===== src/hdl/lbbe_pkg.sv =====
package lbbe_pkg;

    localparam int NUM_BLOCKS_DEF = 32;
    localparam int ID_W           = 5;
    localparam int BYTES_W        = 32;
    localparam int USED_W         = 37;
    localparam int BUDGET_W       = 40;

    localparam logic [BUDGET_W-1:0] BUDGET_RESET = 40'd4000000000;

    typedef enum logic {
        ACT_ACCESS  = 1'b0,
        ACT_RELEASE = 1'b1
    } t_action;

    typedef enum logic [2:0] {
        EV_TOUCH   = 3'd0,
        EV_LOAD    = 3'd1,
        EV_EVICT   = 3'd2,
        EV_RELEASE = 3'd3,
        EV_ERROR   = 3'd4
    } t_event;

    // shared adder operations
    typedef enum logic [1:0] {
        ALU_ADD,
        ALU_SUB,
        ALU_GT
    } t_alu_op;

    // recency order updates
    typedef enum logic [1:0] {
        ORD_NONE,
        ORD_TOUCH,
        ORD_LOAD,
        ORD_DROP
    } t_ord_op;

    typedef enum logic [2:0] {
        ST_IDLE,
        ST_DECIDE,
        ST_LOAD_CHK,
        ST_EVICT_RD,
        ST_EVICT_SUB,
        ST_EVICT_CHK,
        ST_REL_SUB
    } t_state;

    typedef struct packed {
        t_action             action;
        logic [ID_W-1:0]     block_id;
        logic [BYTES_W-1:0]  block_bytes;
    } t_in_word;

    typedef struct packed {
        t_event              event_res;
        logic [ID_W-1:0]     event_block;
        logic [USED_W-1:0]   bytes_in_use;
        logic                last;
    } t_out_word;

endpackage


===== src/hdl/lbbe_alu.sv =====
module lbbe_alu (
    input  lbbe_pkg::t_alu_op                 i_op,
    input  logic [lbbe_pkg::BUDGET_W-1:0]     i_a,
    input  logic [lbbe_pkg::BUDGET_W-1:0]     i_b,
    output logic [lbbe_pkg::BUDGET_W-1:0]     o_res,
    output logic                              o_gt
);
    import lbbe_pkg::*;

    logic                  w_sub;
    logic [BUDGET_W-1:0]   w_bx;
    logic [BUDGET_W:0]     w_sum;
    logic                  w_no_borrow;

    // one adder: a + b, or a + ~b + 1 for subtract and compare
    assign w_sub       = (i_op != ALU_ADD);
    assign w_bx        = w_sub ? ~i_b : i_b;
    assign w_sum       = {1'b0, i_a} + {1'b0, w_bx} + (BUDGET_W+1)'(w_sub);
    assign w_no_borrow = w_sum[BUDGET_W];

    assign o_gt = w_no_borrow && (w_sum[BUDGET_W-1:0] != '0);

    always_comb begin
        case (i_op)
            ALU_ADD: o_res = w_sum[BUDGET_W-1:0];
            ALU_SUB: o_res = w_no_borrow ? w_sum[BUDGET_W-1:0] : '0;   // floor at zero
            default: o_res = w_sum[BUDGET_W-1:0];
        endcase
    end

endmodule


===== src/hdl/lbbe_size_mem.sv =====
module lbbe_size_mem #(
    parameter  int NUM_BLOCKS = lbbe_pkg::NUM_BLOCKS_DEF,
    localparam int IDX_W      = $clog2(NUM_BLOCKS)
) (
    input  logic                             i_clk,
    input  logic                             i_we,
    input  logic [IDX_W-1:0]                 i_waddr,
    input  logic [lbbe_pkg::BYTES_W-1:0]     i_wdata,
    input  logic                             i_re,
    input  logic [IDX_W-1:0]                 i_raddr,
    output logic [lbbe_pkg::BYTES_W-1:0]     o_rdata
);
    import lbbe_pkg::*;

    logic [BYTES_W-1:0] r_mem [NUM_BLOCKS];
    logic [BYTES_W-1:0] r_rdata;

    always_ff @(posedge i_clk) begin
        if (i_we) begin
            r_mem[i_waddr] <= i_wdata;
        end
    end

    // read data holds until the next read
    always_ff @(posedge i_clk) begin
        if (i_re) begin
            r_rdata <= r_mem[i_raddr];
        end
    end

    assign o_rdata = r_rdata;

endmodule


===== src/hdl/lbbe_order.sv =====
module lbbe_order #(
    parameter  int NUM_BLOCKS = lbbe_pkg::NUM_BLOCKS_DEF,
    localparam int IDX_W      = $clog2(NUM_BLOCKS),
    localparam int CNT_W      = $clog2(NUM_BLOCKS + 1)
) (
    input  logic                 i_clk,
    input  logic                 i_rst_n,
    input  lbbe_pkg::t_ord_op    i_op,
    input  logic [IDX_W-1:0]     i_blk,
    output logic                 o_blk_resident,
    output logic [IDX_W-1:0]     o_tail,
    output logic                 o_empty
);
    import lbbe_pkg::*;

    // rank per block (0 = most recent) and block per position
    logic [NUM_BLOCKS-1:0] r_resident, n_resident;
    logic [IDX_W-1:0]      r_rank  [NUM_BLOCKS];
    logic [IDX_W-1:0]      n_rank  [NUM_BLOCKS];
    logic [IDX_W-1:0]      r_order [NUM_BLOCKS];
    logic [IDX_W-1:0]      n_order [NUM_BLOCKS];
    logic [CNT_W-1:0]      r_count, n_count;
    logic [IDX_W-1:0]      w_rank;
    logic [IDX_W-1:0]      w_tail_ix;

    assign w_rank         = r_rank[i_blk];
    assign w_tail_ix      = IDX_W'(r_count - 1'b1);
    assign o_blk_resident = r_resident[i_blk];
    assign o_tail         = r_order[w_tail_ix];
    assign o_empty        = (r_count == '0);

    always_comb begin
        n_resident = r_resident;
        n_rank     = r_rank;
        n_order    = r_order;
        n_count    = r_count;
        unique case (i_op)
            ORD_TOUCH: begin
                for (int i = 0; i < NUM_BLOCKS; i++) begin
                    if (r_resident[i] && (r_rank[i] < w_rank)) begin
                        n_rank[i] = r_rank[i] + 1'b1;
                    end
                end
                n_rank[i_blk] = '0;
                for (int p = 1; p < NUM_BLOCKS; p++) begin
                    if (IDX_W'(p) <= w_rank) begin
                        n_order[p] = r_order[p-1];
                    end
                end
                n_order[0] = i_blk;
            end
            ORD_LOAD: begin
                for (int i = 0; i < NUM_BLOCKS; i++) begin
                    if (r_resident[i]) begin
                        n_rank[i] = r_rank[i] + 1'b1;
                    end
                end
                n_rank[i_blk] = '0;
                for (int p = 1; p < NUM_BLOCKS; p++) begin
                    n_order[p] = r_order[p-1];
                end
                n_order[0]        = i_blk;
                n_resident[i_blk] = 1'b1;
                n_count           = r_count + 1'b1;
            end
            ORD_DROP: begin
                for (int i = 0; i < NUM_BLOCKS; i++) begin
                    if (r_resident[i] && (r_rank[i] > w_rank)) begin
                        n_rank[i] = r_rank[i] - 1'b1;
                    end
                end
                for (int p = 0; p < NUM_BLOCKS - 1; p++) begin
                    if (IDX_W'(p) >= w_rank) begin
                        n_order[p] = r_order[p+1];
                    end
                end
                n_resident[i_blk] = 1'b0;
                if (r_count != '0) begin
                    n_count = r_count - 1'b1;
                end
            end
            ORD_NONE: begin
            end
            default: begin
            end
        endcase
    end

    always_ff @(posedge i_clk) begin
        if (!i_rst_n) begin
            r_resident <= '0;
            r_count    <= '0;
        end else begin
            r_resident <= n_resident;
            r_count    <= n_count;
        end
    end

    always_ff @(posedge i_clk) begin
        r_rank  <= n_rank;
        r_order <= n_order;
    end

endmodule


===== src/hdl/lru_byte_budget_block_evictor_unit.sv =====
// LRU residency tracker for up to NUM_BLOCKS memory blocks under a 40-bit byte budget.
// Each input word is one request: access (touch a resident block, or load an absent one)
// or release. Every request gives one or more result words, the final one flagged by last:
// touch, release and error give exactly one; a load gives the load word followed by one
// evict word per block dropped from the least-recent end while usage exceeds the budget
// (the block just loaded may be among them). bytes_in_use on each word is the total after
// that event. The block takes one request at a time and holds o_in_stall high until its
// last result word is in the output register. The single 40-bit adder/comparator is
// shared by the usage update and the budget check, and the block size store is read
// through a register before each subtraction. The budget register may be written only
// while the block is idle; the new value takes effect with the next request. Block ids
// at or above NUM_BLOCKS return an error.
module lru_byte_budget_block_evictor_unit #(
    parameter int NUM_BLOCKS = lbbe_pkg::NUM_BLOCKS_DEF
) (
    input  logic                              i_clk,
    input  logic                              i_rst_n,
    // configuration
    input  logic                              i_cfg_we,
    input  logic [lbbe_pkg::BUDGET_W-1:0]     i_cfg_wdata,
    // request channel
    input  logic                              i_in_valid,
    output logic                              o_in_stall,
    input  lbbe_pkg::t_in_word                i_in_word,
    // result channel
    output logic                              o_out_valid,
    input  logic                              i_out_stall,
    output lbbe_pkg::t_out_word               o_out_word
);
    import lbbe_pkg::*;

    localparam int IDX_W = $clog2(NUM_BLOCKS);

    // sequencer and datapath registers
    t_state               r_state, n_state;
    logic [BUDGET_W-1:0]  r_budget;
    t_in_word             r_in;
    logic [USED_W-1:0]    r_used, n_used;
    logic [IDX_W-1:0]     r_victim, n_victim;
    logic                 r_out_valid, n_out_valid;
    t_out_word            r_out_word, n_out_word;

    // request classification
    logic                 w_id_ok;
    logic [IDX_W-1:0]     w_id_ix;
    logic                 w_is_err;
    logic                 w_is_rel;
    logic                 w_is_touch;
    logic                 w_out_free;

    // recency order unit
    t_ord_op              w_ord_op;
    logic [IDX_W-1:0]     w_ord_blk;
    logic                 w_blk_res;
    logic [IDX_W-1:0]     w_tail;
    logic                 w_ord_empty;

    // size store
    logic                 w_mem_we;
    logic                 w_mem_re;
    logic [IDX_W-1:0]     w_mem_raddr;
    logic [BYTES_W-1:0]   w_mem_rdata;

    // shared adder
    t_alu_op              w_alu_op;
    logic [BUDGET_W-1:0]  w_alu_a;
    logic [BUDGET_W-1:0]  w_alu_b;
    logic [BUDGET_W-1:0]  w_alu_res;
    logic                 w_alu_gt;

    // result being issued this cycle
    logic                 w_emit;
    t_out_word            w_emit_word;

    lbbe_order #(.NUM_BLOCKS(NUM_BLOCKS)) u_order (
        .i_clk          (i_clk),
        .i_rst_n        (i_rst_n),
        .i_op           (w_ord_op),
        .i_blk          (w_ord_blk),
        .o_blk_resident (w_blk_res),
        .o_tail         (w_tail),
        .o_empty        (w_ord_empty)
    );

    lbbe_size_mem #(.NUM_BLOCKS(NUM_BLOCKS)) u_size_mem (
        .i_clk   (i_clk),
        .i_we    (w_mem_we),
        .i_waddr (w_id_ix),
        .i_wdata (r_in.block_bytes),
        .i_re    (w_mem_re),
        .i_raddr (w_mem_raddr),
        .o_rdata (w_mem_rdata)
    );

    lbbe_alu u_alu (
        .i_op  (w_alu_op),
        .i_a   (w_alu_a),
        .i_b   (w_alu_b),
        .o_res (w_alu_res),
        .o_gt  (w_alu_gt)
    );

    // only ids below NUM_BLOCKS have storage
    assign w_id_ok    = (32'(r_in.block_id) < NUM_BLOCKS);
    assign w_id_ix    = IDX_W'(r_in.block_id);
    assign w_is_err   = !w_id_ok || ((r_in.action == ACT_RELEASE) && !w_blk_res);
    assign w_is_rel   = !w_is_err && (r_in.action == ACT_RELEASE);
    assign w_is_touch = !w_is_err && (r_in.action == ACT_ACCESS) && w_blk_res;
    assign w_out_free = !r_out_valid || !i_out_stall;

    assign w_alu_a    = BUDGET_W'(r_used);
    assign o_in_stall = (r_state != ST_IDLE);

    // next state
    always_comb begin
        n_state = r_state;
        unique case (r_state)
            ST_IDLE: begin
                if (i_in_valid) begin
                    n_state = ST_DECIDE;
                end
            end
            ST_DECIDE: begin
                if (w_is_err || w_is_touch) begin
                    if (w_out_free) begin
                        n_state = ST_IDLE;
                    end
                end else if (w_is_rel) begin
                    n_state = ST_REL_SUB;
                end else begin
                    n_state = ST_LOAD_CHK;
                end
            end
            ST_LOAD_CHK: begin
                if (w_out_free) begin
                    n_state = w_alu_gt ? ST_EVICT_RD : ST_IDLE;
                end
            end
            ST_EVICT_RD: begin
                n_state = ST_EVICT_SUB;
            end
            ST_EVICT_SUB: begin
                n_state = ST_EVICT_CHK;
            end
            ST_EVICT_CHK: begin
                if (w_out_free) begin
                    n_state = (w_alu_gt && !w_ord_empty) ? ST_EVICT_RD : ST_IDLE;
                end
            end
            ST_REL_SUB: begin
                if (w_out_free) begin
                    n_state = ST_IDLE;
                end
            end
            default: begin
                n_state = ST_IDLE;
            end
        endcase
    end

    // sequencer outputs
    always_comb begin
        n_used      = r_used;
        n_victim    = r_victim;
        w_ord_op    = ORD_NONE;
        w_ord_blk   = w_id_ix;
        w_mem_we    = 1'b0;
        w_mem_re    = 1'b0;
        w_mem_raddr = w_id_ix;
        w_alu_op    = ALU_GT;
        w_alu_b     = r_budget;
        w_emit      = 1'b0;
        w_emit_word = '{event_res: EV_ERROR, event_block: r_in.block_id,
                        bytes_in_use: r_used, last: 1'b1};
        unique case (r_state)
            ST_IDLE: begin
            end
            ST_DECIDE: begin
                if (w_is_err) begin
                    w_emit = w_out_free;
                end else if (w_is_touch) begin
                    w_emit                = w_out_free;
                    w_emit_word.event_res = EV_TOUCH;
                    if (w_out_free) begin
                        w_ord_op = ORD_TOUCH;
                    end
                end else if (w_is_rel) begin
                    // fetch the stored size for the subtraction
                    w_mem_re = 1'b1;
                end else begin
                    // load: add the size, block becomes most recent
                    w_ord_op = ORD_LOAD;
                    w_mem_we = 1'b1;
                    w_alu_op = ALU_ADD;
                    w_alu_b  = BUDGET_W'(r_in.block_bytes);
                    n_used   = w_alu_res[USED_W-1:0];
                end
            end
            ST_LOAD_CHK: begin
                w_emit                = w_out_free;
                w_emit_word.event_res = EV_LOAD;
                w_emit_word.last      = !w_alu_gt;
            end
            ST_EVICT_RD: begin
                // least recent block and its size
                n_victim    = w_tail;
                w_mem_re    = 1'b1;
                w_mem_raddr = w_tail;
            end
            ST_EVICT_SUB: begin
                w_ord_op  = ORD_DROP;
                w_ord_blk = r_victim;
                w_alu_op  = ALU_SUB;
                w_alu_b   = BUDGET_W'(w_mem_rdata);
                n_used    = w_alu_res[USED_W-1:0];
            end
            ST_EVICT_CHK: begin
                w_emit                  = w_out_free;
                w_emit_word.event_res   = EV_EVICT;
                w_emit_word.event_block = ID_W'(r_victim);
                w_emit_word.last        = !(w_alu_gt && !w_ord_empty);
            end
            ST_REL_SUB: begin
                w_alu_op                 = ALU_SUB;
                w_alu_b                  = BUDGET_W'(w_mem_rdata);
                w_emit                   = w_out_free;
                w_emit_word.event_res    = EV_RELEASE;
                w_emit_word.bytes_in_use = w_alu_res[USED_W-1:0];
                if (w_out_free) begin
                    w_ord_op = ORD_DROP;
                    n_used   = w_alu_res[USED_W-1:0];
                end
            end
            default: begin
            end
        endcase
    end

    // output register: a new word loads whenever the slot is free
    always_comb begin
        n_out_valid = r_out_valid && i_out_stall;
        n_out_word  = r_out_word;
        if (w_emit) begin
            n_out_valid = 1'b1;
            n_out_word  = w_emit_word;
        end
    end

    always_ff @(posedge i_clk) begin
        if (!i_rst_n) begin
            r_state     <= ST_IDLE;
            r_budget    <= BUDGET_RESET;
            r_used      <= '0;
            r_out_valid <= 1'b0;
        end else begin
            r_state     <= n_state;
            r_used      <= n_used;
            r_out_valid <= n_out_valid;
            if (i_cfg_we) begin
                r_budget <= i_cfg_wdata;
            end
        end
    end

    always_ff @(posedge i_clk) begin
        if ((r_state == ST_IDLE) && i_in_valid) begin
            r_in <= i_in_word;
        end
        r_victim   <= n_victim;
        r_out_word <= n_out_word;
    end

    assign o_out_valid = r_out_valid;
    assign o_out_word  = r_out_word;

    // only a load or an eviction can be followed by more words
    a_last_only_end: assert property (@(posedge i_clk) disable iff (!i_rst_n)
        (r_out_valid && !r_out_word.last) |->
            (r_out_word.event_res == EV_LOAD || r_out_word.event_res == EV_EVICT))
        else $error("non-final word on a single-word event");

    // eviction never starts from an empty recency list
    a_evict_nonempty: assert property (@(posedge i_clk) disable iff (!i_rst_n)
        (r_state == ST_EVICT_RD) |-> !w_ord_empty)
        else $error("eviction with no resident block");

    // an eviction never raises usage
    a_evict_shrinks: assert property (@(posedge i_clk) disable iff (!i_rst_n)
        (r_state == ST_EVICT_SUB) |=> (r_used <= $past(r_used)))
        else $error("usage grew on eviction");

    // the block shows busy right after it takes a request
    a_busy_after_accept: assert property (@(posedge i_clk) disable iff (!i_rst_n)
        (i_in_valid && !o_in_stall) |=> (o_in_stall && !$past(w_emit)))
        else $error("request not held busy after accept");

endmodule


===== config.mk =====
export PLATFORM = sky130hd
export DESIGN_NAME = lru_byte_budget_block_evictor_unit
export DESIGN_NICKNAME = d
export VERILOG_FILES = /design/src/hdl/lbbe_pkg.sv /design/src/hdl/lbbe_alu.sv /design/src/hdl/lbbe_size_mem.sv /design/src/hdl/lbbe_order.sv /design/src/hdl/lru_byte_budget_block_evictor_unit.sv
export SDC_FILE = /design/constraint.sdc
export NUM_CORES = 2
export LEC_CHECK = 0
export ABC_AREA = 1
export BUFFER_PORTS_ARGS = -buffer_cell sky130_fd_sc_hd__buf_2
export CAP_MARGIN = 20
export CORE_MARGIN = 2
export CORE_UTILIZATION = 35
export CTS_BUF_LIST = sky130_fd_sc_hd__clkbuf_2 sky130_fd_sc_hd__clkbuf_4 sky130_fd_sc_hd__clkbuf_8
export DETAILED_ROUTE_END_ITERATION = 8
export PLACE_DENSITY = 0.54
export RECOVER_POWER = 100
export SYNTH_ARGS = -nofsm -noshare
export SYNTH_HDL_FRONTEND = slang
export SYNTH_SLANG_ARGS = --single-unit

===== constraint.sdc =====
create_clock -name i_clk -period 6.5 [get_ports i_clk]
set_input_delay 0.975 -clock i_clk [delete_from_list [all_inputs] [get_ports i_clk]]
set_output_delay 0.975 -clock i_clk [all_outputs]
set_load 0.02 [all_outputs]

Word-level counts from Yosys, hierarchy flattened
Memories as Yosys holds them, arrays and structs flattened. A register that Yosys moved wholly into a read port is not among the register bits.
Cells that the tools add are included.
{"block": "totals", "out_inout_bits": 48, "register_bits": 528, "mem_bits_rw": 1024, "memories": 1, "elab_cells": 855, "inputBits": 83}
{"block": "classes", "muxes": 293, "n_bitwise": 10, "n_eq_ne": 112, "reduce_logical": 162, "add_sub_neg": 68, "order_cmp": 131}
{"name": "u_size_mem.r_mem", "words": 32, "width": 32, "rd": 1, "rd_ports_with_merged_regs": 1, "write_ports": 1, "line": "lbbe_size_mem.sv:15", "source": "logic [BYTES_W-1:0] r_mem [NUM_BLOCKS];"}
{"op": "$mux W5", "n": 230}
{"op": "$pmux W160 S3", "n": 1}
{"op": "$pmux W155 S3", "n": 1}
{"op": "$and A160 B160 Y160", "n": 2}
{"op": "$mux W37", "n": 7}
{"op": "$ne A2 B1 Y1 const B", "n": 95}
{"op": "$add A5 B1 Y5 const B", "n": 32}
{"op": "$gt A5 B5 Y1", "n": 32}
{"op": "$lt A5 B5 Y1", "n": 32}
{"op": "$mux W40", "n": 4}
{"op": "$not A160 Y160", "n": 1}
{"op": "$sub A5 B1 Y5 const B", "n": 32}
{"op": "$pmux W37 S3", "n": 1}
{"op": "$reduce_and A3 Y1", "n": 31}
{"op": "$le A5 B5 Y1 const A", "n": 16}
{"op": "$pmux W40 S2", "n": 1}
{"op": "$ge A5 B5 Y1 const A", "n": 15}
{"op": "$logic_and A1 B1 Y1", "n": 74}
{"op": "$reduce_and A2 Y1", "n": 35}
{"op": "$pmux W32 S2", "n": 1}
{"op": "$bmux W5 S5", "n": 2}
{"op": "$add A37 B40 Y41", "n": 1}
{"op": "$add A41 B1 Y41", "n": 1}
{"op": "$ge A4 B5 Y1 const A", "n": 8}
{"op": "50 further kinds", "n": 121}

Logic depth before layout (Yosys ltp)
{"block": "depth", "depth_word": 22, "depth_mapped": 48, "ltp_nobuf": 44}

Modules after synthesis
A second synthesis with hierarchy kept.
{"block": "unflattened", "cells_unflattened": 9630, "area_unflattened_um2": 84920.2}
{"mod": "lbbe_size_mem", "cells_per_inst": 3536, "seq_area_each_um2": 31710.4, "instances": 1, "area_per_inst_um2": 42726.0}
{"mod": "lbbe_order", "cells_per_inst": 4478, "seq_area_each_um2": 10369.9, "instances": 1, "area_per_inst_um2": 31007.2}
{"mod": "lru_byte_budget_block_evictor_unit", "cells_per_inst": 810, "seq_area_each_um2": 4294.1, "instances": 1, "area_per_inst_um2": 7169.4}
{"mod": "lbbe_alu", "cells_per_inst": 806, "seq_area_each_um2": 0.0, "instances": 1, "area_per_inst_um2": 4017.6}

Least setup slack after synthesis
Ideal clock, no wire load.
{"block": "synth_path", "path_kind": "register to register", "from": "register r_state[0]", "to": "register r_out_word (netlist bit o_out_word[16]) (data pin)", "arrival_ns": 5.900, "slack_ns": 0.448, "path_buffers": 6, "path_stages_with_launch": 39, "t_required_ns": 6.348, "period_less_slack_ns": 6.052, "setup_time_ns": 0.152, "cell_sequence": "dfxtp_1 > nor2_4 > nand2_4 > o21ai_2 > nor2_1 > inv_2 > buf_4 > buf_2 > buf_1 > o22ai_1 > o21ai_0 > nand2_1 > nor4_1 > inv_1 > ha_1 > nor2_1 > nand2_1 > nor2_1 > [3 not listed] > nand2_1 > nand3_1 > xor2_1 > ha_1 > nand2_1 > nor2_1 > inv_1 > nor2_1 > a21boi_0 > o21ai_0 > nand3_1 > nand3_1 > nand2_1 > nand4_1 > nand2_1 > clkbuf_1 > nand3_1 > o21ai_0"}
{"element": "start, declared", "line": "lru_byte_budget_block_evictor_unit.sv:35", "source": "t_state r_state, n_state;"}
{"element": "start signal, assigned", "line": "lru_byte_budget_block_evictor_unit.sv:256", "source": "r_state <= n_state;"}
{"element": "end signal, assigned", "line": "lru_byte_budget_block_evictor_unit.sv:270", "source": "r_out_word <= n_out_word;"}
{"element": "end, declared", "line": "lru_byte_budget_block_evictor_unit.sv:41", "source": "t_out_word r_out_word, n_out_word;"}

Final worst setup path
{"block": "layout_path", "from": "register r_state[0]", "to": "register r_state[0]"}
{"block": "layout_via", "elab_chain_cells": 22, "word_cells_on_any_way": 45, "cone_classes": "add/sub (2); eq/ne (9); mux (19); bitwise (1); reduce/logical (14)"}
{"element": "$eq A3 B3 Y1", "line": "lru_byte_budget_block_evictor_unit.sv:117, lru_byte_budget_block_evictor_unit.sv:175"}
{"element": "$mux W5", "line": "lru_byte_budget_block_evictor_unit.sv:175", "source": "unique case (r_state)"}
{"element": "$bmux W1 S5", "line": "lbbe_order.sv:28", "source": "assign o_blk_resident = r_resident[i_blk];"}
{"element": "$mux W1 (implied by the code)", "line": "lbbe_order.sv:28"}
{"element": "$logic_not A1 Y1", "line": "lru_byte_budget_block_evictor_unit.sv:106", "source": "assign w_is_err = !w_id_ok || ((r_in.action == ACT_RELEASE) && !w_blk_res);"}
{"element": "$logic_and A1 B1 Y1", "line": "lru_byte_budget_block_evictor_unit.sv:106"}
{"element": "$logic_not A1 Y1", "line": "lru_byte_budget_block_evictor_unit.sv:107, lru_byte_budget_block_evictor_unit.sv:108"}
{"element": "$logic_and A1 B1 Y1, on equally long branches", "line": "lru_byte_budget_block_evictor_unit.sv:107, lru_byte_budget_block_evictor_unit.sv:108"}
{"element": "[6 not listed]"}
{"element": "$add A37 B40 Y41", "line": "lbbe_alu.sv:18", "source": "assign w_sum = {1'b0, i_a} + {1'b0, w_bx} + (BUDGET_W+1)'(w_sub);"}
{"element": "$add A41 B1 Y41", "line": "lbbe_alu.sv:18"}
{"element": "$reduce_bool A40 Y1", "line": "lbbe_alu.sv:21", "source": "assign o_gt = w_no_borrow && (w_sum[BUDGET_W-1:0] != '0);"}
{"element": "$logic_and A1 B1 Y1", "line": "lbbe_alu.sv:21"}
{"element": "$logic_and A1 B1 Y1", "line": "lru_byte_budget_block_evictor_unit.sv:147", "source": "n_state = (w_alu_gt && !w_ord_empty) ? ST_EVICT_RD : ST_IDLE;"}
{"element": "$mux W2", "line": "lru_byte_budget_block_evictor_unit.sv:147"}
{"element": "$mux W3", "line": "lru_byte_budget_block_evictor_unit.sv:146", "source": "if (w_out_free) begin"}
{"element": "$pmux W3 S7", "line": "lru_byte_budget_block_evictor_unit.sv:117", "source": "unique case (r_state)"}
Parallel ways exist; a longest one is shown, timed or not. The select of a mux whose other input is x is not followed.
A chain may end at the register's enable or synchronous reset.

==> impl_metrics.yaml <==
global_route:
  grt.overflow.total: 0
  grt_usage: 0.2280
  first_global_vias: 61480
  grt_max_degree: 181
  grt_antenna_before_repair: 23
  grt_pass1_wl_mm: 400.5
floorplanning:
  fp.dieW_um: 482.7
  initial_core_util: 0.3522
  dieHeight_um: 482.7
  io_pins: 131
  coreArea_um2: 227700
  die_area_um2: 233000
  rows: 175
route:
  wl_per_cell_um: 23.81
  vias: 64736
  ant_nets: 0
  drc: 0
  drtPass1Iterations: 7
  via_per_inst: 5.600
  highest_layer: "met5"
  routed_wl_mm: 275.3
  drtIter0Drc: 6603
  routed-wl-met2_mm: 127.1
  dr_wl_met3_mm: 18.56
  m1WireLength_mm: 119.1
clock_network:
  htreeDepth: 5
  cts_tree: "built"
  numCtsBuffers: 302
  clock_sinks: 1584
  clk_path_buf_depth: 4
  clock_latency_ps: 1070
  root_buffer: "clkbuf_8"
  clk_pin_slew_worst_paths_ps: 60
hold_path:
  hp-class: "in2reg"
  holdPathEnd: "r_in[3]$_DFFE_PP_"
  worstHoldStart: "i_in_word[3]"
  min_path_cells: 1
cells_and_area:
  fin_area_um2: 92560
  nets: 8700
  area_growth_pct: 15.40
  drive_gt1_frac: 0.1311
  mostFrequentLayoutCells: "edfxtp_1 (1465), o21ai_0 (1029), nand2_1 (910), nor2_1 (819), nand3_1 (594)"
  layout_commonest_cell: "edfxtp_1"
  final_util: 0.4065
  fillerInstances: 22025
critical_path:
  cpPeakStageDelay_ps: 430
  endpoint_kind: "register"
  r2r_slack_ps: 290
  cp_max_fo: 12
  cp_slowest_cell: "nor4_4"
  r2r_start: "r_state[0]$_SDFFE_PN0P_"
  arrival_ps: 7070
  startpoint_type: "register"
  worstReg2RegEnd: "r_state[0]$_SDFFE_PN0P_"
  path_class: "reg2reg"
  reg2reg_depth: 44
  cp_num_buf_inv: 8
  critPathTopFamily: "simple AND/OR/NAND/NOR gates"
  crit_required_ps: 7360
  critPathMostFrequentCell: "nand2_1"
timing:
  setup_viol: 0
  worstMarginPinSlew_ps: 4106
  hold_ws_ps: 108.0
  drv_slew: 508
  fmax_ghz: 0.1611
  fin_crit_sh: 0.9552
  slew_headroom: -1.738
  post-route-min-period_ps: 6209
  setup_tns_ps: 0
  fin_skew_ps: 97.69
  hold_violations: 0
run_status:
  outcome: "finished with violations"
  failed_checks: "capacitance limit, slew limit"
logic_synthesis:
  yosysSeqAreaShare: 0.5782
  yosys_most_used_dff: "edfxtp_1"
  ys_seq_elements: 1584
  synth_top_area_frac: 0.5485
  ys_async_sr_fraction: 0
  synth_edf_count: 1465
  syn_area_per_cell_um2: 10.09
  syn_nets: 8306
  ys_top_cells_by_area: "edfxtp_1 (55%), o21ai_0 (6.5%), nand2_1 (4.3%)"
  ys_types: 57
  yosysWarningCount: 0
  synth_top_cell_by_area: "edfxtp_1"
  syn_area_um2: 80210
  synthCells: 7948
place:
  io_buffers: 130
  place_area_um2: 86500
  dp_hpwl_mm: 168.1
  place_congestion: 0.9369
power:
  p_leak_nw: 33.10
  vdd_drop_max_uv: 187.7
  p_per_area_nw_per_um2: 386.7
run:
  cap_violations: 13
## worst max-delay path by stage
stage | cells after the start | endpoint | from | slack [ps]
after floorplan | 38 | o_out_word[16]$_DFFE_PP_ | r_state[0]$_SDFFE_PN0P_ | 450
final | 44 | r_state[0]$_SDFFE_PN0P_ | r_state[0]$_SDFFE_PN0P_ | 290
after global placement | 42 | r_state[0]$_SDFFE_PN0P_ | r_state[0]$_SDFFE_PN0P_ | -640
after global routing | 44 | r_state[1]$_SDFFE_PN0P_ | r_state[0]$_SDFFE_PN0P_ | -30
after CTS | 44 | r_state[1]$_SDFFE_PN0P_ | r_state[1]$_SDFFE_PN0P_ | 0.07
after detailed placement | 42 | r_state[0]$_SDFFE_PN0P_ | r_state[0]$_SDFFE_PN0P_ | -700
## flip-flops by register name (all words and copies together) (netlist names), named ones only
name                cells
u_size_mem.r_mem     1024
o_out_word             46
w_id_ix                 5
r_budget               40
r_state                 3
r_in                   33
u_order.r_count         6
o_out_valid             1
u_order.r_rank        160
u_size_mem.o_rdata     32
r_used                 37
r_victim                5
u_order.r_order       160
## synth_stat cells (39+ instances only)
cell,n
nand2_1,924
o22ai_1,101
nor3_1,50
edfxtp_1,1465
nand3_1,603
xor2_1,178
o21a_1,40
dfxtp_1,119
inv_1,453
nor2_1,866
a21oi_1,458
a221oi_1,39
o21ai_0,1043
ha_1,274
clkbuf_1,327
o21ai_1,185
o221ai_1,287
o211ai_1,135
buf_2,120
## worst register-to-register path: cells and delay by family, from the launching register on
kind | cells | cell delay (ps)
DFF | 1 | 330
xor gates and xnor gates | 1 | 170
and+or+nand+nor | 26 | 2870
adders and majority gates | 2 | 490
buffers and inverters | 8 | 1140
AOI/OAI and AO/OA | 7 | 1080
## kinds of logic after synthesis
family	after synthesis	share of synthesized area
simple gates	2513	0.1310
compound gates	2385	0.1756
flops	1584	0.5782
buf+inv	978	0.04876
fa+ha+maj	275	0.04299
xor+xnor	213	0.02345
## where the power goes
part,leakage [nW],internal (mW),switching (mW)
registers,14.2,12.6,0.868
logic,15.9,4.56,8.31
clock network,2.99,5.17,4.32
## routing by layer
layer	vias up	GRT usage
met2	2498	0.3650
met4	4	0.08599
li1	29867	-
met3	515	0.03288
met5	-	0
met1	31852	0.3129
## final cells by class
class	instances	area [µm²]	area share
clock inverters	91	500.5	0.005407
repair inverters	2	10.01	0.0001081
multi-input cells	5387	30620	0.3308
flip-flops and latches	1584	46380	0.5010
clock buffers	417	5120	0.05531
repair buffers	592	4335	0.04684
inverters	473	1826	0.01972
well taps	3009	3765	0.04067
diodes	5	12.51	0.0001352
## timing repair
action / CTS / global route
gates cloned: 1 / 3
buffers inserted: 1 / 24
hold buffers: 1 / 0
hold endpoints to repair: 1 / 0
pin swaps: 4 / 28
gates resized for setup: 11 / 84
setup endpoints to repair: 76 / 74
## metrics by stage
| step | instances | power [mW] | worst slack [ps] |
|---|---|---|---|
| 2_1_floorplan | 7948 | 20.91 | 447.8 |
| 3_3_place_gp | 11016 | 25.87 | -642.8 |
| 3_5_place_dp | 11017 | 26.11 | -695.9 |
| 4_1_cts | 11528 | 35.68 | 0.07194 |
| 5_1_grt | 11557 | 37.84 | -26.43 |
| 6_report | 11560 | 35.79 | 291.1 |
Power figures use the tool's default switching activity.
